<file path="src/alnm_pkg.sv">
`timescale 1ns / 1ps
`default_nettype none
// ============================================================================
// alnm_pkg: shared types and constants of the access list name matcher
// Holds field widths, list encoding constants, the sequencer state type and
// the command/status bundles between controller and datapath.
// ============================================================================
package alnm_pkg;

    // Default list memory depth in bytes
    localparam int LIST_BYTES_DEF = 512;

    // Fixed field widths
    localparam int CFG_W  = 10;
    localparam int IDX_W  = 9;
    localparam int NAME_W = 64;

    // List entry encoding
    localparam int         HOST_BIT  = 7;
    localparam logic [7:0] STAR_CHAR = 8'h2A;

    // Transaction kinds
    localparam logic KIND_LOAD  = 1'b0;
    localparam logic KIND_QUERY = 1'b1;

    // Sequencer states, one-hot
    typedef enum logic [5:0] {
        ST_IDLE  = 6'b000001,
        ST_CHECK = 6'b000010,
        ST_HDR   = 6'b000100,
        ST_CHR   = 6'b001000,
        ST_EVAL  = 6'b010000,
        ST_DONE  = 6'b100000
    } state_t;

    // Read address offset select, relative to the current entry position
    typedef enum logic [1:0] {
        RD_HDR  = 2'd0,
        RD_CHR0 = 2'd1,
        RD_NEXT = 2'd2
    } rd_sel_t;

    // Controller to datapath commands
    typedef struct packed {
        logic    load_wr;    // write one list byte
        logic    walk_init;  // latch query, size, clear position
        logic    rd_en;      // issue a list memory read
        rd_sel_t rd_sel;     // which byte to read
        logic    hdr_latch;  // capture entry header
        logic    chr_latch;  // capture one name character
        logic    eval_step;  // record hit, advance to next entry
    } cmd_t;

    // Datapath to controller status
    typedef struct packed {
        logic pos_lt_size;  // another entry may start
        logic fits;         // header's entry lies inside the list
        logic last_chr;     // character being captured is the last one
        logic hit;          // captured entry matches the query
    } status_t;

endpackage
`default_nettype wire

</file>
<file path="src/alnm_dpath.sv">
`timescale 1ns / 1ps
`default_nettype none
// ============================================================================
// alnm_dpath: datapath of the access list name matcher
// List memory, size register, entry position, name capture and compare.
// ============================================================================
module alnm_dpath #(
    parameter int LIST_BYTES = alnm_pkg::LIST_BYTES_DEF
) (
    input  wire logic                      clk,
    input  wire logic                      rst_n,
    input  wire alnm_pkg::cmd_t            cmd,
    input  wire logic                      cfg_we,
    input  wire logic [alnm_pkg::CFG_W-1:0] cfg_data,
    input  wire logic [alnm_pkg::IDX_W-1:0] byte_index,
    input  wire logic [7:0]                byte_value,
    input  wire logic [alnm_pkg::NAME_W-1:0] query_name,
    input  wire logic                      query_host,
    input  wire logic                      query_wild,
    output alnm_pkg::status_t              status,
    output logic                           outcome
);
    import alnm_pkg::*;

    localparam int ADDR_W = $clog2(LIST_BYTES);
    localparam int SZ_W   = ADDR_W + 1;
    localparam int CMP_W  = (SZ_W > CFG_W) ? SZ_W : CFG_W;
    localparam int WI_W   = (ADDR_W > IDX_W) ? ADDR_W : IDX_W;

    // List memory
    logic [7:0]        mem [LIST_BYTES];
    logic [7:0]        rd_data_reg;
    logic [ADDR_W-1:0] rd_addr;
    logic [WI_W-1:0]   wr_idx;
    logic              wr_en;

    // Walk state
    logic [CFG_W-1:0]  list_size_reg;
    logic              hit_reg;
    logic [SZ_W-1:0]   size_reg;
    logic [SZ_W-1:0]   pos_reg;
    logic [2:0]        len_m1_reg;
    logic [2:0]        cnt_reg;
    logic              ent_host_reg;
    logic [7:0]        last_chr_reg;
    logic [NAME_W-1:0] ent_name_reg;
    logic [NAME_W-1:0] q_name_reg;
    logic              q_host_reg;
    logic              q_wild_reg;

    logic [CMP_W-1:0]  eff_size;
    logic [3:0]        rd_off;
    logic [SZ_W-1:0]   rd_pos;
    logic [SZ_W:0]     ent_end;
    logic [NAME_W-1:0] pfx_mask;
    logic              ent_wild;

    // Load write decode: indexes past the memory are dropped
    assign wr_idx = WI_W'(byte_index);
    assign wr_en  = cmd.load_wr && ((WI_W+1)'(wr_idx) < (WI_W+1)'(LIST_BYTES));

    // Read address: entry position plus offset
    always_comb
    begin
        unique case (cmd.rd_sel)
            RD_HDR:  rd_off = 4'd0;
            RD_CHR0: rd_off = 4'd1;
            RD_NEXT: rd_off = 4'(cnt_reg) + 4'd2;
            default: rd_off = 4'd0;
        endcase
    end
    assign rd_pos  = pos_reg + SZ_W'(rd_off);
    assign rd_addr = rd_pos[ADDR_W-1:0];

    // Memory with registered read
    always_ff @(posedge clk)
    begin
        if (wr_en)
        begin
            mem[wr_idx[ADDR_W-1:0]] <= byte_value;
        end
        if (cmd.rd_en)
        begin
            rd_data_reg <= mem[rd_addr];
        end
    end

    // Size register, clamped to the memory depth
    assign eff_size = (CMP_W'(list_size_reg) > CMP_W'(LIST_BYTES)) ?
                      CMP_W'(LIST_BYTES) : CMP_W'(list_size_reg);

    // Control registers
    always_ff @(posedge clk or negedge rst_n)
    begin
        if (!rst_n)
        begin
            list_size_reg <= '0;
            hit_reg       <= 1'b0;
        end
        else
        begin
            if (cfg_we)
            begin
                list_size_reg <= cfg_data;
            end
            if (cmd.walk_init)
            begin
                hit_reg <= 1'b0;
            end
            else if (cmd.eval_step && status.hit)
            begin
                hit_reg <= 1'b1;
            end
        end
    end

    // Walk payload registers
    always_ff @(posedge clk)
    begin
        if (cmd.walk_init)
        begin
            size_reg   <= eff_size[SZ_W-1:0];
            pos_reg    <= '0;
            q_name_reg <= query_name;
            q_host_reg <= query_host;
            q_wild_reg <= query_wild;
        end
        if (cmd.hdr_latch)
        begin
            len_m1_reg   <= rd_data_reg[2:0];
            ent_host_reg <= rd_data_reg[HOST_BIT];
            ent_name_reg <= '0;
            cnt_reg      <= '0;
        end
        if (cmd.chr_latch)
        begin
            ent_name_reg[8*cnt_reg +: 8] <= rd_data_reg;
            last_chr_reg                 <= rd_data_reg;
            cnt_reg                      <= cnt_reg + 3'd1;
        end
        if (cmd.eval_step)
        begin
            pos_reg <= pos_reg + SZ_W'(len_m1_reg) + SZ_W'(2);
        end
    end

    // Entry end check: header plus name must lie inside the list
    assign ent_end = (SZ_W+1)'(pos_reg) + (SZ_W+1)'(rd_data_reg[2:0]) + (SZ_W+1)'(2);

    // Prefix mask: the characters before the trailing star
    always_comb
    begin
        for (int k = 0; k < 8; k++)
        begin
            pfx_mask[8*k +: 8] = (k < int'(len_m1_reg)) ? 8'hFF : 8'h00;
        end
    end

    assign ent_wild = (last_chr_reg == STAR_CHAR);

    // Status to the controller
    always_comb
    begin
        status.pos_lt_size = (pos_reg < size_reg);
        status.fits        = (ent_end <= (SZ_W+1)'(size_reg));
        status.last_chr    = (cnt_reg == len_m1_reg);
        status.hit         = 1'b0;
        if (ent_host_reg == q_host_reg)
        begin
            if (ent_wild == q_wild_reg)
            begin
                status.hit = (ent_name_reg == q_name_reg);
            end
            else if (ent_wild)
            begin
                status.hit = ((ent_name_reg & pfx_mask) == (q_name_reg & pfx_mask));
            end
        end
    end

    assign outcome = !hit_reg;

endmodule
`default_nettype wire

</file>
<file path="config.mk">
export PLATFORM = sky130hd
export DESIGN_NAME = alnm_dpath
export DESIGN_NICKNAME = d
export VERILOG_FILES = /design/src/alnm_pkg.sv /design/src/alnm_dpath.sv
export SDC_FILE = /design/constraint.sdc
export NUM_CORES = 2
export LEC_CHECK = 0
export BUFFER_PORTS_ARGS = -buffer_cell sky130_fd_sc_hd__clkbuf_2
export CORE_UTILIZATION = 62
export DETAILED_ROUTE_END_ITERATION = 8
export PLACE_DENSITY = 0.8
export SLEW_MARGIN = 20
export SYNTH_ARGS = -nofsm -noshare
export SYNTH_HDL_FRONTEND = slang
export SYNTH_SLANG_ARGS = --single-unit
</file>
<file path="constraint.sdc">
create_clock -name clk -period 5.9 [get_ports clk]
set_clock_uncertainty 0.05 [all_clocks]
set_input_delay 0.885 -clock clk [delete_from_list [all_inputs] [get_ports clk]]
set_output_delay 0.885 -clock clk [all_outputs]
set_load 0.03 [all_outputs]
</file>
Word-level counts from Yosys, hierarchy flattened. Memory sizes are Yosys's and may differ from the RTL's. A register that Yosys moved wholly into a read port is not among the register bits. Cells that the tools add are included.

Memory bits (writable): 4096. Memories kept: 1. Bits in registers: 176. Word-level logic and storage cells: 70. Input bits: 104. Output and inout bits: 5.

Memories: mem (depth 512, width 8, read ports 1, clocked after memory_dff 1, wr ports 1, RTL line alnm_dpath.sv:31) `logic [7:0] mem [LIST_BYTES];`.

Order comparisons: 10. Multiplexer cells: 22. Bitwise logic cells: 2. Equality and inequality tests: 8. Reduce and logical (&&, ||, !) cells: 5. Shift-type cells: 2. $add $sub $neg: 8.

Operators by type and width (number): bitwise AND 64 x 56 -> 64 bit (2); == test 64 bit (2); two-way mux 64 bit (2); bitwise mux 64 bit (1); variable shift 8 x 34 -> 64 bit, first input constant (1); indexed part select 8 x 34 -> 64 bit (1); two-way mux 8 bit (7); negator 6 -> 34 bit (1); two-way mux 10 bit (2); adder 10 x 3 -> 11 bit (1); adder 11 x 2 -> 11 bit, second input constant (1); less-or-equal comparator 11 x 10 -> 1 bit (1); adder 10 x 2 -> 10 bit, second input constant (1); adder 10 x 3 -> 10 bit (1); greater-than comparator 10 bit, second input constant (1); less-than comparator 10 bit (1); adder 9 x 4 -> 9 bit (1); less-than comparator 3 bit, first input constant (3); == test 8 x 6 -> 1 bit, second input constant (1); case mux 4 bit (2 select lines) (1); two-way mux 1 bit (7); less-than comparator 1 x 3 -> 1 bit, first input constant (2); less-than comparator 2 x 3 -> 1 bit, first input constant (2); two-way mux 3 bit (2); 9 further kinds (12).

Logic depth before layout (Yosys ltp).
Depth after elaboration: 10. Gate-level depth with buffers: 20. Depth with buffers taken out: 17.

Worst setup path after synthesis. No wires, ideal clock.

Path kind: in2reg. From: input cmd[3] (netlist name). To: register rd_data_reg[7] (read register of mem), data pin. Stages on the path: 16. Required time: 5587 ps. Data arrival time: 4549 ps. Setup slack: 1038 ps. Setup time: 263 ps. Path buffers: 5. Cell sequence: inv_1 -> ha_1 -> nor2_1 -> ha_1 -> inv_1 -> fa_1 -> buf_2 -> buf_6 -> buf_2 -> buf_1 -> clkbuf_1 -> mux4_2 -> mux4_1 -> a22oi_1 -> a21oi_1 -> a2111o_1.

Cells in the longest elaborated chain, start to end: 3. Elaborated cells between the ends (all ways): 4. Classes of those cells: add/sub: 1; eq/ne: 2; mux: 1.

RTL lines: from (decl) (RTL line alnm_dpath.sv:12) `input wire alnm_pkg::cmd_t cmd,`; == test 2 bit or == test 2 x 1 -> 1 bit (tied branches) (RTL line alnm_dpath.sv:65) `unique case (cmd.rd_sel)`; case mux 4 bit (2 select lines) (*) (RTL line alnm_dpath.sv:65); adder 9 x 4 -> 9 bit (*) (RTL line alnm_dpath.sv:72) `assign rd_pos = pos_reg + SZ_W'(rd_off);`; to (decl) (RTL line alnm_dpath.sv:32) `logic [7:0] rd_data_reg;`.

Every way passes the cells marked *; elsewhere a longest branch is shown, timed or not. A chain may end at the register's enable or synchronous reset.

==> results by group <==
Logic synthesis
  • Post-synth EDFFs: between 4,000 and 5,000
  • Largest family of logic cells by synthesized area: multiplexers
  • Mux cell area share after synthesis: around 17%
  • Cell variety after synth: 71
  • Synth Net Count: about 7,600
  • Synth top area cells: edfxtp_1 76%, mux4_2 17%, nor2_1 1.2%, dfxtp_1 0.77%, clkbuf_1 0.45%
  • Synth Warn #: 0
  • #FFs+latches synth: approximately 4,300
  • Post-Synth XOR/XNOR Area: less than 1%
  • Synth Area in Adders: 0.351%
  • Async SR Flop Fraction: less than 1%
  • Syn avg cell area: around 23 um2
  • Ys flop type: edfxtp_1
  • Complex-gate fraction of the synthesized area: less than 1%
  • Post-Synth Simple-Gate Area: under 10%
  • Yosys top cell by area: edfxtp_1
  • Sequential share of the synthesized area: 76.7%
  • Yosys top cell area share: 75.7%
  • Post-synthesis cell count: ~7,400
  • Synthesized area: around 170,000 um2

Routing
  • Routed wl met3: between 50,000 and 60,000 um
  • Met2 wire len: 219,000 um
  • Post-route ant nets: 1
  • DRC viols: 0
  • Overall routed net length: between 400,000 and 500,000 um
  • Vias per cell: 7.16
  • Via total after detailed routing: ~84,000
  • WL per Instance: 38.0 um
  • Initial DRC Count: between 10,000 and 15,000
  • DR pass1 iterations: 6
  • DRT met1 WL: ~140,000 um
  • DR top layer: met5

Hold path
  • Worst hold start: query_name[41]
  • Hold Path Depth: 1
  • HP Class: primary input to flop
  • WHS Endpoint: q_name_reg[41]

Global routing
  • GR Util All Layers: around 33%
  • First-pass GRT wire length: ~630,000 um
  • Antenna violations before repair: 29
  • Largest net degree at the start of global routing: between 200 and 250
  • Grt ovf: 0
  • Vias in the first global route: 86,100

Timing
  • Final setup violation count: 0
  • Final hold slack: 0.0516 ns
  • Relative slew slack: about an eighth
  • Achievable frequency: between 0.15 and 0.2 GHz
  • RSZ-0062 raised after global routing: false
  • Setup_tns: 0 ns
  • Fin. max-slew vios: 0
  • Final Hold Fails: 0
  • Post-layout min period: between 5 and 6 ns
  • Slew @ Worst Pin: 1.33 ns
  • Final period util: 97.5%

Setup path
  • Most used cell along the critical path: a21o_1
  • Critical path required time: around 5.0 ns
  • CP Max Fanout: 3
  • Crit end category: output port
  • CP Cell Sequence: ha_1 > ha_1 > a21o_1 > a21oi_1 > xnor2_1 > ha_1 > a21o_1 > a21oi_1 > o21ai_0 > a21o_1 > a21o_1 > a21o_1 > a21o_1 > a32oi_2 > buf_4
  • Flop2flop setup slack: approximately 0.42 ns
  • Crit start category: flop
  • CP max stage delay: around 0.79 ns
  • CP Class: flop to output port
  • CP arrival: 4.82 ns
  • FF-to-FF Start: cnt_reg[0]
  • Slowest cell on crit path: edfxtp_1
  • Worst r2r path cells: 15
  • R2R Path End: rd_data_reg[1]

Placed design
  • PortBufs: approximately 110
  • HPWL Detailed: around 240,000 um
  • Placed cells: 10,900
  • GP Congestion: 0.848
  • Placed cell area: between 150,000 and 200,000 um2

CTS
  • Clock slew at reported path FFs: 0.06 ns
  • CTS tree: yes
  • H-Tree Depth: 5
  • Worst skew pair latency: 0.97 ns
  • Clock root cell: clkbuf_16
  • CTS buffer count: a little over 400
  • Max clock buf depth: 4
  • Clock sink count: ~4,300

Finish
  • Post-layout nets: slightly below 8,000
  • Finished Layout Cells: between 10,000 and 15,000
  • Fin util: a little over two thirds
  • Max reg flops: 4,096
  • Layout area overhead: 11.6%
  • Fill cells: around 15,000
  • Final instance area: about 190,000 um2
  • Share of post-route cells with drive strength above 1: between 20% and 30%

Floorplanning
  • Initial Util: roughly 62%
  • Top Ports: approximately 110
  • # rows: 190
  • Die area: ~270,000 um2
  • Chip height: about 520 um
  • Core Area: roughly 270,000 um2
  • Die X: 521 um

Run status
  • Status: complete, but fails checks
  • Failing checks: antenna rules

Power and ir drop
  • Leakage: 0.0579 uW
  • Worst vdd ir: just under 0.0003 V
  • Pwr Density: between 400 and 500 nW/um2

Run
  • Max_cap viols: 0
==> Yosys cell counts (5+ instances only) <==
cell,n
a211oi_1,11
a21o_1,11
a21oi_1,42
a22oi_1,50
and2_1,6
and3_1,6
buf_1,22
buf_12,7
buf_2,87
buf_4,50
buf_6,46
buf_8,9
clkbuf_1,199
dfrtp_1,11
dfxtp_1,64
edfxtp_1,4205
ha_1,42
inv_1,40
mux2_2,9
mux2i_1,20
mux4_1,28
mux4_2,1244
nand2_1,194
nand2b_1,35
nand3_1,49
nand3b_1,40
nand4_1,22
nor2_1,555
nor2b_1,22
nor3_1,8
nor3b_1,5
nor4_1,11
o21ai_0,83
o22ai_1,17
or3_1,6
xnor2_1,58
xor2_1,30
==> kinds of logic (layout without fill, tap and decap cells) <==
logic type	Yosys count	count (layout)
AOI/OAI and AO/OA	257	257
buffers and inverters	464	1167
other	0	19
and+or+nand+nor	974	974
xor gates and xnor gates	89	89
adders and majority gates	45	45
muxes	1301	1301
DFF	4280	4280
==> placed cells by master, fill, tap and decap left out, drive strengths merged, types with 12 or more instances in the layout <==
cell type,netlist,routed
edfxtp,4205,4205
mux4,1272,1272
clkbuf,200,590
nor2,555,555
buf,221,283
nand2,194,194
clkinv,0,176
o21ai,85,85
dfxtp,64,64
xnor2,59,59
a22oi,50,50
inv,40,50
nand3,49,49
bufinv,0,47
a21oi,43,43
ha,42,42
nand3b,40,40
nand2b,36,36
xor2,30,30
nor2b,22,22
nand4,22,22
mux2i,20,20
clkinvlp,0,20
diode,0,19
o22ai,17,17
a211oi,12,12
==> routing by layer <==
metal | up-vias | global-route usage [%]
met1 | 43400 | 42.5
met4 | 28 | 16.5
met3 | 1463 | 7.44
met5 | - | 0
met2 | 6974 | 53.8
li1 | 31800 | -
==> worst max-delay path, delay by kind of cell (launching register included) <==
kind	cells	cell delay, ns
XOR/XNOR	1	0.18
AO/OA/AOI/OAI	10	1.73
buffers and inverters	1	0.21
adder cells (fa/ha/maj)	3	0.92
flip-flops	1	0.79
==> layout make-up <==
cell class / count / area, um2 / share of cell area [%]
Sequential cell: 4280 / 128000 / 68.7
Multi-Input combinational cell: 2666 / 36600 / 19.6
Clock buffer: 493 / 10700 / 5.76
Tap cell: 3552 / 4440 / 2.39
Timing Repair Buffer: 381 / 3720 / 2.00
Clock inverter: 253 / 2660 / 1.43
Inverter: 40 / 150 / 0.0807
Antenna cell: 19 / 47.5 / 0.0255
==> worst max-delay path by stage <==
stage	depth (start not counted)	start	to
after floorplan	16	cmd[3]	rd_data_reg[7]
after global placement	19	cmd[3]	rd_data_reg[2]
after detailed placement	18	cmd[3]	rd_data_reg[2]
after CTS	19	rd_data_reg[1]	status[2]
after global routing	19	rd_data_reg[1]	status[2]
final	15	rd_data_reg[2]	status[2]
==> where the power goes <==
part	leakage (uW)	internal [uW]	switching (uW)	total, uW
clock network	0.00650	15000	11700	26700
logic	0.0128	9420	11500	20900
registers	0.0385	33600	295	33900
==> timing repair <==
| item | CTS | global route |
|---|---|---|
| setup buffers | 2 | 0 |
| hold buffers | 1 | 0 |
| hold endpoints to repair | 11 | 0 |
| setup endpoints to repair | 1 | 1 |
| resized for setup | 1 | 5 |
==> metrics by stage <==
| step | total power (uW) | worst slack [ns] |
|---|---|---|
| 2_1_floorplan | 47400 | 1.04 |
| 3_3_place_gp | 54000 | -0.0821 |
| 3_5_place_dp | 54400 | -0.0305 |
| 4_1_cts | 81300 | 0.0159 |
| 5_1_grt | 83000 | 0.0258 |
| 6_report | 81600 | 0.145 |
No activity file was read; power rests on OpenSTA's default activity.
