==> src/alnm_pkg.sv <==
`timescale 1ns / 1ps
`default_nettype none
// ============================================================================
// alnm_pkg: shared types and constants of the access list name matcher
// Holds field widths, list encoding constants, the sequencer state type and
// the command/status bundles between controller and datapath.
// ============================================================================
package alnm_pkg;

    // Default list memory depth in bytes
    localparam int LIST_BYTES_DEF = 512;

    // Fixed field widths
    localparam int CFG_W  = 10;
    localparam int IDX_W  = 9;
    localparam int NAME_W = 64;

    // List entry encoding
    localparam int         HOST_BIT  = 7;
    localparam logic [7:0] STAR_CHAR = 8'h2A;

    // Transaction kinds
    localparam logic KIND_LOAD  = 1'b0;
    localparam logic KIND_QUERY = 1'b1;

    // Sequencer states, one-hot
    typedef enum logic [5:0] {
        ST_IDLE  = 6'b000001,
        ST_CHECK = 6'b000010,
        ST_HDR   = 6'b000100,
        ST_CHR   = 6'b001000,
        ST_EVAL  = 6'b010000,
        ST_DONE  = 6'b100000
    } state_t;

    // Read address offset select, relative to the current entry position
    typedef enum logic [1:0] {
        RD_HDR  = 2'd0,
        RD_CHR0 = 2'd1,
        RD_NEXT = 2'd2
    } rd_sel_t;

    // Controller to datapath commands
    typedef struct packed {
        logic    load_wr;    // write one list byte
        logic    walk_init;  // latch query, size, clear position
        logic    rd_en;      // issue a list memory read
        rd_sel_t rd_sel;     // which byte to read
        logic    hdr_latch;  // capture entry header
        logic    chr_latch;  // capture one name character
        logic    eval_step;  // record hit, advance to next entry
    } cmd_t;

    // Datapath to controller status
    typedef struct packed {
        logic pos_lt_size;  // another entry may start
        logic fits;         // header's entry lies inside the list
        logic last_chr;     // character being captured is the last one
        logic hit;          // captured entry matches the query
    } status_t;

endpackage
`default_nettype wire

==> src/alnm_ctrl.sv <==
`timescale 1ns / 1ps
`default_nettype none
// ============================================================================
// alnm_ctrl: sequencer of the access list name matcher
// Walks list entries one byte per cycle by steering the datapath.
// ============================================================================
module alnm_ctrl (
    input  wire logic             clk,
    input  wire logic             rst_n,
    input  wire logic             start,
    input  wire logic             kind,
    input  wire alnm_pkg::status_t status,
    output alnm_pkg::cmd_t         cmd,
    output logic                   busy,
    output logic                   done
);
    import alnm_pkg::*;

    state_t state_reg;
    state_t state_next;
    logic   accept;

    assign accept = start && (state_reg == ST_IDLE);

    // State register
    always_ff @(posedge clk or negedge rst_n)
    begin
        if (!rst_n)
        begin
            state_reg <= ST_IDLE;
        end
        else
        begin
            state_reg <= state_next;
        end
    end

    // Next state and commands
    always_comb
    begin
        state_next    = state_reg;
        cmd           = '0;
        cmd.rd_sel    = RD_HDR;
        unique case (state_reg)
            ST_IDLE:
            begin
                if (accept && kind == KIND_LOAD)
                begin
                    cmd.load_wr = 1'b1;
                end
                else if (accept && kind == KIND_QUERY)
                begin
                    cmd.walk_init = 1'b1;
                    state_next    = ST_CHECK;
                end
            end
            ST_CHECK:
            begin
                if (status.pos_lt_size)
                begin
                    cmd.rd_en  = 1'b1;
                    cmd.rd_sel = RD_HDR;
                    state_next = ST_HDR;
                end
                else
                begin
                    state_next = ST_DONE;
                end
            end
            ST_HDR:
            begin
                if (status.fits)
                begin
                    cmd.hdr_latch = 1'b1;
                    cmd.rd_en     = 1'b1;
                    cmd.rd_sel    = RD_CHR0;
                    state_next    = ST_CHR;
                end
                else
                begin
                    state_next = ST_DONE;
                end
            end
            ST_CHR:
            begin
                cmd.chr_latch = 1'b1;
                if (status.last_chr)
                begin
                    state_next = ST_EVAL;
                end
                else
                begin
                    cmd.rd_en  = 1'b1;
                    cmd.rd_sel = RD_NEXT;
                end
            end
            ST_EVAL:
            begin
                cmd.eval_step = 1'b1;
                state_next    = status.hit ? ST_DONE : ST_CHECK;
            end
            ST_DONE:
            begin
                state_next = ST_IDLE;
            end
            default:
            begin
                state_next = ST_IDLE;
            end
        endcase
    end

    assign busy = (state_reg != ST_IDLE);
    assign done = (state_reg == ST_DONE);

endmodule
`default_nettype wire

==> config.mk <==
export PLATFORM = sky130hd
export DESIGN_NAME = alnm_ctrl
export DESIGN_NICKNAME = d
export VERILOG_FILES = /design/src/alnm_pkg.sv /design/src/alnm_ctrl.sv
export SDC_FILE = /design/constraint.sdc
export NUM_CORES = 1
export LEC_CHECK = 0
export BUFFER_PORTS_ARGS = -buffer_cell sky130_fd_sc_hd__buf_2
export CAP_MARGIN = 25
export CORE_AREA = 2 2 39 41
export DETAILED_ROUTE_END_ITERATION = 8
export DIE_AREA = 0 0 41 43
export PLACE_DENSITY = 0.55
export SLEW_MARGIN = 5
export SYNTH_ARGS = -nofsm -noshare
export SYNTH_HDL_FRONTEND = slang
export SYNTH_SLANG_ARGS = --single-unit
==> constraint.sdc <==
create_clock -name clk -period 1.33 [get_ports clk]
set_input_delay 0.266 -clock clk [delete_from_list [all_inputs] [get_ports clk]]
set_output_delay 0.266 -clock clk [all_outputs]
set_load 0.03 [all_outputs]
Word-level counts from Yosys, hierarchy flattened

Cells that the tools add are included.

Multiplexer cells: 18
Reductions and logical operators: 4
Eq/ne operators: 10
Bitwise gates (word level): 1

Operators with widths:

| operator                                              | count |
|---|---|
| two-way mux 6 bit                                     | 6 |
| case mux 6 bit (5 select lines)                       | 1 |
| case mux 3 bit (3 select lines)                       | 1 |
| equality test 6 x 1 -> 1 bit, second input constant   | 1 |
| equality test 6 x 2 -> 1 bit, second input constant   | 1 |
| equality test 6 x 3 -> 1 bit, second input constant   | 1 |
| equality test 6 x 4 -> 1 bit, second input constant   | 1 |
| equality test 6 x 5 -> 1 bit, second input constant   | 1 |
| equality test 6 bit, second input constant            | 1 |
| two-way mux 1 bit                                     | 6 |
| two-way mux 3 bit                                     | 2 |
| inequality test 6 x 1 -> 1 bit, second input constant | 1 |
| two-way mux 4 bit                                     | 1 |
| inequality test 2 bit, second input constant          | 2 |
| logical AND 1 bit                                     | 3 |
| AND reduction 3 bit                                   | 1 |
| two-way mux 2 bit                                     | 1 |
| inequality test 2 x 1 -> 1 bit, second input constant | 1 |
| inverter 1 bit                                        | 1 |

Logic and storage cells: 34
Flip-flop bits (word level): 6
Output and inout bits: 10

Logic depth before layout (Yosys ltp)

Gate-level depths: netlist (run 1).

Depth in word-level cells: 6
Mapped depth: 4
Mapped depth without buffers: 3

Worst setup path after synthesis (run 1)

OpenSTA, ideal clock, no wires.

Path kind: register -> output
From: reg state_reg[0]
To: out cmd[7] (netlist bit)
Cell stages (with the launch flop): 4
Data required time: 1.064 ns
Arrival time: 1.469 ns
Slack: -0.405 ns
Buffers on the path: 0
Cell sequence: dfstp_2 > nor2b_1 > nand2_2 > nor3b_2

RTL lines:

| element                  | RTL line        | source |
|---|---|---|
| start: declaration       | alnm_ctrl.sv:19 | `state_t state_reg;` |
| start signal: assignment | alnm_ctrl.sv:34 | `state_reg <= state_next;` |
| end: declaration         | alnm_ctrl.sv:13 | `output alnm_pkg::cmd_t cmd,` |

==> metrics.txt, run 1 <==
horizontal die dimension=41 µm; critical path's slowest cell=sky130_fd_sc_hd__dfrtp_2; cell depth of the worst hold path=2; final-report setup violation count=11; number of rows in the core area=14; post-synthesis sequential area ratio=37.3%; number of CTS-inserted buffers=3; required time at the worst-slack endpoint=1060 ps; number of standard cells after synthesis=44; type of the tightest min-delay check=in -> reg; Routed Antenna Nets=0; die area=1760 µm²; CTS tree=built; clock transition at the registers of the reported paths=60 ps; reg2reg start=state_reg[4]; net count after synthesis=52; antenna violations before repair=0; switching pwr=0.454 mW; initial cell density of the core=29.3%; final layout net count=98; height of the die=43 µm; global-route usage over all layers=19.7%; top fanout value on the critical path=4; maximum clock frequency=549 MHz; first-pass GRT wire length=2240 µm; post-layout util=67.3%; slew at the pin with the worst max-slew slack=350 ps; post-route clock period utilization=137%; async set-reset flop share out of synthesis=100%; failing checks=negative setup slack; met1 Resource Use GR=22.4%; cell internal pwr=0.770 mW; core outline area=1380 µm²; GR met2 Demand/Resource=33.1%; aggregate routed wire length=1420 µm; nature of the critical path endpoint=primary output; HPWL reported at the end of detailed placement=956 µm; number of violations of the max-capacitance limit=0; final hold violation count=0; most used routing layer=met2; number of buffer and inverter instances along the worst setup path=1; H-tree levels=1; count of routing violations after the opening detailed-route iteration=4; Wirelength per Cell=13.5 µm; capturing point of the worst reg2reg path=state_reg[3]; # clock sinks=6; cells traversed along the worst timing path=nor4_4 -> nand2_2 -> o211ai_4 -> buf_6; met3 routing resource usage after global routing=3.14%; cells on worst reg2reg path=6; combinational share of power=62.6%; count of flip-flops with a built-in enable after synthesis=0; highest cell delay on the worst timing path=440 ps; critical hold path startpoint=status[0]; Worst EP arrival=1560 ps; hold path endpoint=state_reg[1]; worst-case clock skew=7.48 ps; Largest register FFs=6; share of power burned in the clock network=16.5%; sw frac=37.1%; static leakage=0.452 nW; largest voltage drop on the vdd net=0.589 mV; setup repair after global routing missed its margin=true; root buf cell=sky130_fd_sc_hd__clkbuf_4; most used flip-flop cell after synthesis=sky130_fd_sc_hd__dfrtp_1; crit path time final=1820 ps; ratio of routed vias to standard cells=4.72; pin count of the biggest net entering global routing=7; final worst setup slack=-491 ps; layout cell share with drive strength beyond 1=76.4%; # DRC=0; antenna diode instance count=0; Synth Warn #=0; length of the first detailed-routing pass in iterations=2; worst-case headroom to the max-slew limit=76.5%; power per cell area=1310 nW/µm²; number of I/O port buffers=17; total gr overflow=0; mean area per synthesized cell=9.21 µm²; multi-input logic area=323 µm²; startpoint kind of the worst setup timing path=register; run status=complete, but fails checks; Final GP Congestion=0.779; number of I/O pins=18; cell area after synthesis=405 µm²; worst-case register-to-register setup slack=-190 ps; clock latency at the later pin of the worst-skew pair=260 ps; category of cells accounting for the largest share of critical-path delay=simple AND/OR/NAND/NOR gates; vias in the first global route=523; Seq pwr share=21.0%; Sequential cell area=154 µm²; Area Growth Syn to Fin=130%; count of vias placed by the detailed router=496; Max Root-Sink Buffers=2; number of fill cells=113; number of synthesized register bits=6; Worst Path Class, Setup=reg -> out; Yosys cell types=22; total power draw=1.22 mW; final count of pins violating max slew=0
==> repair_timing <==
action,CTS,global route
hold buffers,1,0
hold endpoints to repair,5,0
buffers inserted,6,4
setup endpoints to repair,12,13
gates resized for setup,36,7
pin swaps,5,8
==> metrics by stage <==
stage | hold slack, ps | setup WS [ps] | cell area [µm²] | setup TNS, ps | instances
final | 211 | -491 | 931 | -4540 | 105
after global routing | 206 | -576 | 931 | -5330 | 105
after CTS | 205 | -504 | 871 | -4420 | 101
after detailed placement | 104 | -322 | 652 | -1770 | 90
after global placement | 101 | -308 | 652 | -1580 | 90
after floorplan | -29.6 | -283 | 453 | -979 | 44
==> how the worst max path moves through the flow <==
| stage | start | to | slack [ps] | cells past startpoint |
|---|---|---|---|---|
| 5_1_grt | state_reg[4] | cmd[4] | -580 | 5 |
| 4_1_cts | state_reg[5] | cmd[4] | -500 | 5 |
| 3_3_place_gp | state_reg[5] | cmd[5] | -310 | 5 |
| 2_1_floorplan | state_reg[3] | cmd[7] | -280 | 3 |
| 3_5_place_dp | state_reg[5] | cmd[5] | -320 | 5 |
| 6_report | state_reg[4] | cmd[5] | -490 | 4 |
==> cell type report <==
type                            count  share of cell area [%]
Multi-Input combinational cell     32                    34.7
Sequential cell                     6                    16.5
Clock buffer                        4                    2.82
Inverter                            5                    2.55
Tap cell                           16                    2.15
Timing Repair Buffer               42                    41.3
==> synthesized netlist by cell type, types with 2 or more instances <==
cell,n,share of area (%)
sky130_fd_sc_hd__inv_1,5,4.6
sky130_fd_sc_hd__nand3_1,3,3.7
sky130_fd_sc_hd__nor4_4,2,10
sky130_fd_sc_hd__nor2_1,4,3.7
sky130_fd_sc_hd__nor2b_1,5,7.7
sky130_fd_sc_hd__dfrtp_1,5,31
sky130_fd_sc_hd__nand2_1,2,1.9
sky130_fd_sc_hd__o21ai_1,2,2.5
sky130_fd_sc_hd__and3_1,2,3.1
sky130_fd_sc_hd__nand2_2,2,3.1
==> power groups by stage <==
| stage | combinational [mW] | sequential [mW] | clock, mW |
|---|---|---|---|
| 2_1_floorplan | 0.283 | 0.260 | 0 |
| 3_3_place_gp | 0.445 | 0.253 | 0 |
| 3_5_place_dp | 0.450 | 0.253 | 0 |
| 4_1_cts | 0.709 | 0.255 | 0.206 |
| 5_1_grt | 0.806 | 0.259 | 0.224 |
| 6_report | 0.766 | 0.257 | 0.202 |
==> cell usage in the layout, fill, tap and decap left out <==
cell type	n
sky130_fd_sc_hd__nand2_1	1
sky130_fd_sc_hd__buf_4	15
sky130_fd_sc_hd__dfrtp_2	2
sky130_fd_sc_hd__o311a_1	1
sky130_fd_sc_hd__nor2b_1	2
sky130_fd_sc_hd__dfrtp_1	3
sky130_fd_sc_hd__nand2_2	2
sky130_fd_sc_hd__buf_6	17
sky130_fd_sc_hd__and3_1	1
sky130_fd_sc_hd__o221ai_2	1
sky130_fd_sc_hd__nor3_4	1
sky130_fd_sc_hd__nor4_4	2
sky130_fd_sc_hd__inv_1	3
sky130_fd_sc_hd__clkbuf_4	3
sky130_fd_sc_hd__buf_8	1
sky130_fd_sc_hd__a31oi_1	1
sky130_fd_sc_hd__and3_4	1
sky130_fd_sc_hd__o21ai_1	2
sky130_fd_sc_hd__o22ai_1	1
sky130_fd_sc_hd__nor2_1	1
sky130_fd_sc_hd__nor3b_4	1
sky130_fd_sc_hd__nand2_4	1
sky130_fd_sc_hd__nor2_4	3
sky130_fd_sc_hd__buf_2	7
sky130_fd_sc_hd__nor2b_2	2
sky130_fd_sc_hd__o211ai_4	1
sky130_fd_sc_hd__nor2b_4	1
sky130_fd_sc_hd__nand3b_1	1
sky130_fd_sc_hd__o21ai_0	1
sky130_fd_sc_hd__dlygate4sd3_1	1
sky130_fd_sc_hd__clkbuf_1	1
sky130_fd_sc_hd__dfstp_2	1
sky130_fd_sc_hd__nand3_2	3
sky130_fd_sc_hd__o21a_1	1
sky130_fd_sc_hd__buf_12	1
sky130_fd_sc_hd__inv_4	2
==> logic make-up after synthesis <==
family	synth area share, %
compound gates	16.4
simple gates	39.8
buf+inv	6.48
flops	37.3
==> routing by layer <==
metal	wire length, µm	share of wire (%)	vias up
met5	0	0	-
met4	17	1.2	0
met3	42	3.0	4
met2	824	58	14
met1	530	37	233
li1	-	-	245
No activity file was read; power rests on OpenSTA's default activity.
==> inputs of run 2 (changes only) <==
PLACE_DENSITY = 0.53   (was 0.55)
clock period = 2.15 ns   (was 1.33 ns; I/O delays follow)
==> metrics.txt, run 2 (synthesis gave the netlist of run 1 again) <==
run status=finished clean (was complete, but fails checks); height of the die=43 µm (unchanged); Final GP Congestion=0.676 (was 0.779); cells traversed along the worst timing path=nor4_4 -> nand2_2 -> o211ai_2 -> buf_2 (was nor4_4 -> nand2_2 -> o211ai_4 -> buf_6); category of cells accounting for the largest share of critical-path delay=simple AND/OR/NAND/NOR gates (unchanged); ratio of routed vias to standard cells=4.60 (was 4.72); cell internal pwr=0.285 mW (was 0.770 mW); pin count of the biggest net entering global routing=7 (unchanged); number of buffer and inverter instances along the worst setup path=1 (unchanged); clock transition at the registers of the reported paths=40 ps (was 60 ps); final-report setup violation count=0 (was 11); layout cell share with drive strength beyond 1=43.1% (was 76.4%); combinational share of power=41.9% (was 62.6%); top fanout value on the critical path=5 (was 4); # clock sinks=6 (unchanged); sw frac=38.8% (was 37.1%); count of vias placed by the detailed router=373 (was 496); highest cell delay on the worst timing path=450 ps (was 440 ps); length of the first detailed-routing pass in iterations=1 (was 2); Routed Antenna Nets=0 (unchanged); commonest non-fill, non-tap cell in the layout=sky130_fd_sc_hd__buf_2 (was sky130_fd_sc_hd__buf_6); commonest cells after routing, fill and taps aside=sky130_fd_sc_hd__buf_2, sky130_fd_sc_hd__nor2b_1, sky130_fd_sc_hd__inv_1, sky130_fd_sc_hd__dfrtp_1, sky130_fd_sc_hd__nor2_1 (was sky130_fd_sc_hd__buf_6, sky130_fd_sc_hd__buf_4, sky130_fd_sc_hd__buf_2); non-filler cells in the finished layout=81 (was 105); final layout net count=74 (was 98); Max Root-Sink Buffers=2 (unchanged); final worst setup slack=124 ps (was -491 ps); core outline area=1380 µm² (unchanged); postcts setup bufs=0 (was 6); Worst Path Class, Setup=reg -> out (unchanged); final design area excluding fillers=544 µm² (was 931 µm²); horizontal die dimension=41 µm (unchanged); Worst EP arrival=1600 ps (was 1560 ps); post-route clock period utilization=94.2%; # DRC=0 (unchanged); maximum clock frequency=494 MHz; final count of pins violating max slew=0 (unchanged); HPWL reported at the end of detailed placement=727 µm (was 956 µm); antenna diode instance count=0 (unchanged); placed cell area=503 µm² (was 652 µm²); first-pass GRT wire length=1490 µm (was 2240 µm); type of the tightest min-delay check=in -> reg (unchanged); number of I/O port buffers=17 (unchanged); power per cell area=856 nW/µm² (was 1310 nW/µm²); static leakage=0.314 nW (was 0.452 nW); startpoint kind of the worst setup timing path=register (unchanged); critical path's slowest cell=sky130_fd_sc_hd__dfrtp_1 (was sky130_fd_sc_hd__dfrtp_2); slew at the pin with the worst max-slew slack=363 ps (was 350 ps); share of power burned in the clock network=23.1% (was 16.5%); Largest register FFs=6 (unchanged); Area Growth Syn to Fin=34.3% (was 130%); antenna violations before repair=0 (unchanged); count of routing violations after the opening detailed-route iteration=0 (was 4); Wirelength per Cell=10.0 µm (was 13.5 µm); number of fill cells=133 (was 113); CTS tree=built (unchanged); Seq pwr share=35.0% (was 21.0%); number of rows in the core area=14 (unchanged); pre-CTS worst setup slack=356 ps (was -322 ps); crit path time final=2030 ps; global-route usage over all layers=12.7% (was 19.7%); nature of the critical path endpoint=primary output (unchanged); number of I/O pins=18 (unchanged); vias in the first global route=372 (was 523); aggregate routed wire length=814 µm (was 1420 µm); GR met2 Demand/Resource=19.7% (was 33.1%); placed cells=76 (was 90); initial cell density of the core=29.3% (unchanged); switching pwr=0.181 mW (was 0.454 mW); number of violations of the max-capacitance limit=0 (unchanged); met1 Resource Use GR=15.6% (was 22.4%); required time at the worst-slack endpoint=1720 ps (was 1060 ps); die area=1760 µm² (unchanged); total power draw=0.466 mW (was 1.22 mW); worst-case clock skew=5.10 ps (was 7.48 ps); setup repair after global routing missed its margin=false (was true); Post-Route Setup TNS=0 ps (was -4540 ps); largest voltage drop on the vdd net=0.423 mV (was 0.589 mV); worst-case headroom to the max-slew limit=75.6% (was 76.5%); final hold violation count=0 (unchanged); root buf cell=sky130_fd_sc_hd__clkbuf_4 (unchanged); most used routing layer=met2 (unchanged); number of CTS-inserted buffers=3 (unchanged); total gr overflow=0 (unchanged); H-tree levels=1 (unchanged); met3 routing resource usage after global routing=3.14% (unchanged); clock latency at the later pin of the worst-skew pair=240 ps (was 260 ps)
run 2: through the flow:
step                      utilization, %  hold WS (ps)
after global routing                39.3           409
final                               39.3           409
after detailed placement            36.3           256
after floorplan                        -           134
after CTS                           39.0           405
after global placement              36.3           258
run 2: worst paths after layout:
check	from	to	slack, ps	cells past startpoint
setup / recovery	state_reg[5]	cmd[5]	120	4
hold / removal	status[0]	state_reg[1]	410	2
setup reg to reg	state_reg[5]	state_reg[3]	920	3
hold reg to reg	state_reg[5]	state_reg[0]	670	2
max in group asynchronous	rst_n	state_reg[0]	1400	2
min in group asynchronous	rst_n	state_reg[2]	530	2
run 2: per-layer routing:
layer / routed length (µm) / part of all wire, %
met5: 0 / 0
met4: 11 / 1.4
met3: 24 / 2.9
met2: 431 / 53
met1: 347 / 43
run 2: cell type report:
cell class                      instances  area [µm²]  area share, %
Tap cell                               16        20.0           3.68
Inverter                                5        18.8           3.45
Timing Repair Buffer                   18        95.1           17.5
Multi-Input combinational cell         32         233           42.8
Clock buffer                            4        26.3           4.83
Sequential cell                         6         151           27.8
run 2: power groups by stage:
stage / registers (mW) / clock network, mW / logic [mW]
2_1_floorplan: 0.160 / 0 / 0.142
3_3_place_gp: 0.164 / 0 / 0.184
3_5_place_dp: 0.165 / 0 / 0.186
4_1_cts: 0.164 / 0.114 / 0.188
5_1_grt: 0.168 / 0.123 / 0.210
6_report: 0.163 / 0.108 / 0.195
run 2: timing repair:
action	in CTS	in global routing
endpoints found under the setup margin	0	3
hold buffers	1	0
hold endpoints to repair	5	0
resized for setup	0	1
run 2: worst register-to-register path, cell delays in order, from the launching register on:
cell and delay, ps:
sky130_fd_sc_hd__dfrtp_1 450, sky130_fd_sc_hd__nor4_4 420, sky130_fd_sc_hd__nand2_2 130, sky130_fd_sc_hd__o21ai_1 150
==> inputs of run 3 (changes only) <==
ABC_AREA = 1   (was not set)
==> metrics.txt, run 3 <==
run status=finished clean (unchanged); async set-reset flop share out of synthesis=100% (unchanged); static leakage=0.374 nW (was 0.314 nW); met1 Resource Use GR=17.9% (was 15.6%); setup repair after global routing missed its margin=false (unchanged); Largest register FFs=6 (unchanged); most used routing layer=met1 (was met2); non-filler cells in the finished layout=97 (was 81); Max Root-Sink Buffers=2 (unchanged); cells on worst reg2reg path=7 (was 3); reg2reg start=state_reg[0] (was state_reg[5]); height of the die=43 µm (unchanged); layout cell share with drive strength beyond 1=35.8% (was 43.1%); GR met2 Demand/Resource=15.6% (was 19.7%); Worst EP arrival=1460 ps (was 1600 ps); antenna violations before repair=0 (unchanged); die area=1760 µm² (unchanged); most used flip-flop cell after synthesis=sky130_fd_sc_hd__dfrtp_1 (unchanged); count of flip-flops with a built-in enable after synthesis=0 (unchanged); final count of pins violating max slew=0 (unchanged); Yosys cell types=15 (was 22); cell depth of the worst hold path=3 (was 2); Synth Warn #=0 (unchanged); clock latency at the later pin of the worst-skew pair=250 ps (was 240 ps); total gr overflow=0 (unchanged); top fanout value on the critical path=4 (was 5); core outline area=1380 µm² (unchanged); critical hold path startpoint=status[0] (unchanged); first-pass GRT wire length=1460 µm (was 1490 µm); cell area after synthesis=412 µm² (was 405 µm²); count of routing violations after the opening detailed-route iteration=9 (was 0); horizontal die dimension=41 µm (unchanged); fraction of post-synthesis cell area in the top cell type by area=30.4% (was 30.9%); hold path endpoint=state_reg[5] (was state_reg[1]); mean area per synthesized cell=6.86 µm² (was 9.21 µm²); ratio of routed vias to standard cells=4.29 (was 4.60); Post-Route Setup TNS=0 ps (unchanged); commonest non-fill, non-tap cell in the layout=sky130_fd_sc_hd__buf_2 (unchanged); post-layout util=39.4% (was 39.3%); Area Growth Syn to Fin=32.5% (was 34.3%); count of vias placed by the detailed router=416 (was 373); aggregate routed wire length=888 µm (was 814 µm); leading post-synthesis cells by cell area=sky130_fd_sc_hd__dfrtp_1, sky130_fd_sc_hd__inv_1, sky130_fd_sc_hd__nand3_1 (was sky130_fd_sc_hd__dfrtp_1, sky130_fd_sc_hd__nor4_4, sky130_fd_sc_hd__nor2b_1); post-synthesis sequential area ratio=36.8% (was 37.3%); worst-case headroom to the max-slew limit=86.3% (was 75.6%); most instantiated library cell after synthesis=sky130_fd_sc_hd__inv_1; final hold violation count=0 (unchanged); Final GP Congestion=0.695 (was 0.676); worst hold margin=444 ps (was 409 ps); final-report setup violation count=0 (unchanged); placed cells=92 (was 76); required time at the worst-slack endpoint=1720 ps (about the same); largest voltage drop on the vdd net=0.374 mV (was 0.423 mV); slew at the pin with the worst max-slew slack=206 ps (was 363 ps); final layout net count=90 (was 74); pin count of the biggest net entering global routing=7 (unchanged); # DRC=0 (unchanged); power per cell area=969 nW/µm² (was 856 nW/µm²); worst-case register-to-register setup slack=970 ps (was 920 ps); capturing point of the worst reg2reg path=state_reg[4] (was state_reg[3]); number of standard cells after synthesis=60 (was 44); top cell type by total area after synthesis=sky130_fd_sc_hd__dfrtp_1 (unchanged); type of the tightest min-delay check=in -> reg (unchanged); root buf cell=sky130_fd_sc_hd__clkbuf_4 (unchanged); vias in the first global route=357 (was 372); number of I/O pins=18 (unchanged); HPWL reported at the end of detailed placement=739 µm (was 727 µm); global-route usage over all layers=13.1% (was 12.7%); number of rows in the core area=14 (unchanged); met3 routing resource usage after global routing=3.66% (was 3.14%); initial cell density of the core=29.7% (was 29.3%); commonest cells after routing, fill and taps aside=sky130_fd_sc_hd__buf_2, sky130_fd_sc_hd__inv_1, sky130_fd_sc_hd__nor2_1 (was sky130_fd_sc_hd__buf_2, sky130_fd_sc_hd__nor2b_1, sky130_fd_sc_hd__inv_1, sky130_fd_sc_hd__dfrtp_1, sky130_fd_sc_hd__nor2_1); number of synthesized register bits=6 (unchanged); nature of the critical path endpoint=primary output (unchanged); Worst Path Class, Setup=reg -> out (unchanged); number of I/O port buffers=17 (unchanged); length of the first detailed-routing pass in iterations=4 (was 1); H-tree levels=1 (unchanged); Routed Antenna Nets=0 (unchanged); number of CTS-inserted buffers=3 (unchanged); maximum clock frequency=530 MHz (was 494 MHz); clock transition at the registers of the reported paths=40 ps (about the same); net count after synthesis=68 (was 52); Wirelength per Cell=9.15 µm (was 10.0 µm); startpoint kind of the worst setup timing path=register (unchanged); # clock sinks=6 (unchanged); CTS tree=built (unchanged); crit path time final=1890 ps (was 2030 ps); post-route clock period utilization=87.7% (was 94.2%); number of violations of the max-capacitance limit=0 (unchanged); most frequent cells after synthesis=sky130_fd_sc_hd__inv_1, sky130_fd_sc_hd__nor2_1, sky130_fd_sc_hd__nand3_1 (was sky130_fd_sc_hd__dfrtp_1, sky130_fd_sc_hd__inv_1, sky130_fd_sc_hd__nor2b_1); antenna diode instance count=0 (unchanged); worst-case clock skew=9.34 ps (was 5.10 ps)
-- run 3: changes by cell type after synthesis, moves of 5 or more --
cell,change
sky130_fd_sc_hd__nor2_1,+7
sky130_fd_sc_hd__inv_1,+8
sky130_fd_sc_hd__nand3_1,+6
sky130_fd_sc_hd__nand2_1,+5
sky130_fd_sc_hd__nor2b_1,-5
-- run 3: layer usage --
layer	routed length (µm)	share of wire, %
met3	60	6.8
met4	0	0
met2	422	48
met1	405	46
met5	0	0
-- run 3: final cells by class --
type / count / area (µm²)
Inverter: 15 / 56.3
Clock buffer: 4 / 26.3
Sequential cell: 6 / 151
Timing Repair Buffer: 18 / 95.1
Fill cell: 151 / 838
Tap cell: 16 / 20.0
Multi-Input combinational cell: 38 / 196
-- run 3: cell families after synthesis --
logic type             synth area share, %
flip-flops                            36.8
AND/OR/NAND/NOR                       45.9
AO/OA/AOI/OAI                         1.82
buffers and inverters                 15.5
-- run 3: through the flow --
stage | cell area [µm²] | total power [mW] | setup WS [ps]
2_1_floorplan | 412 | 0.358 | 261
3_3_place_gp | 509 | 0.422 | 503
3_5_place_dp | 509 | 0.421 | 513
4_1_cts | 546 | 0.540 | 242
5_1_grt | 546 | 0.580 | 133
6_report | 546 | 0.529 | 265
-- run 3: worst max-delay path, stage by stage (launching register included) --
cell and delay [ps]:
sky130_fd_sc_hd__dfstp_2 550, sky130_fd_sc_hd__inv_1 40, sky130_fd_sc_hd__nor2_1 100, sky130_fd_sc_hd__nand3_2 110
sky130_fd_sc_hd__inv_2 80, sky130_fd_sc_hd__nand2_1 60, sky130_fd_sc_hd__nor2_1 80, sky130_fd_sc_hd__buf_2 200
-- run 3: repair_timing --
action                                 CTS  global route
buffers inserted                         0             0
hold buffers                             1             0
gates resized for setup                  0             0
endpoints found under the hold margin    3             0
-- run 3: worst max-delay path by stage --
stage                      start     end  slack (ps)  cells past startpoint
global placement    state_reg[0]  cmd[7]         500                      7
global route        state_reg[1]  cmd[5]         130                      6
floorplan           state_reg[0]  cmd[6]         260                      6
detailed placement  state_reg[0]  cmd[7]         510                      7
finish              state_reg[0]  cmd[7]         260                      7
CTS                 state_reg[0]  cmd[7]         240                      7
-- run 3: power breakdown --
group | switching (mW) | internal (mW) | leakage (nW)
Combinational | 0.165 | 0.0809 | 0.281
Clock | 0.0425 | 0.0704 | 0.0150
Sequential | 0.0258 | 0.144 | 0.0787
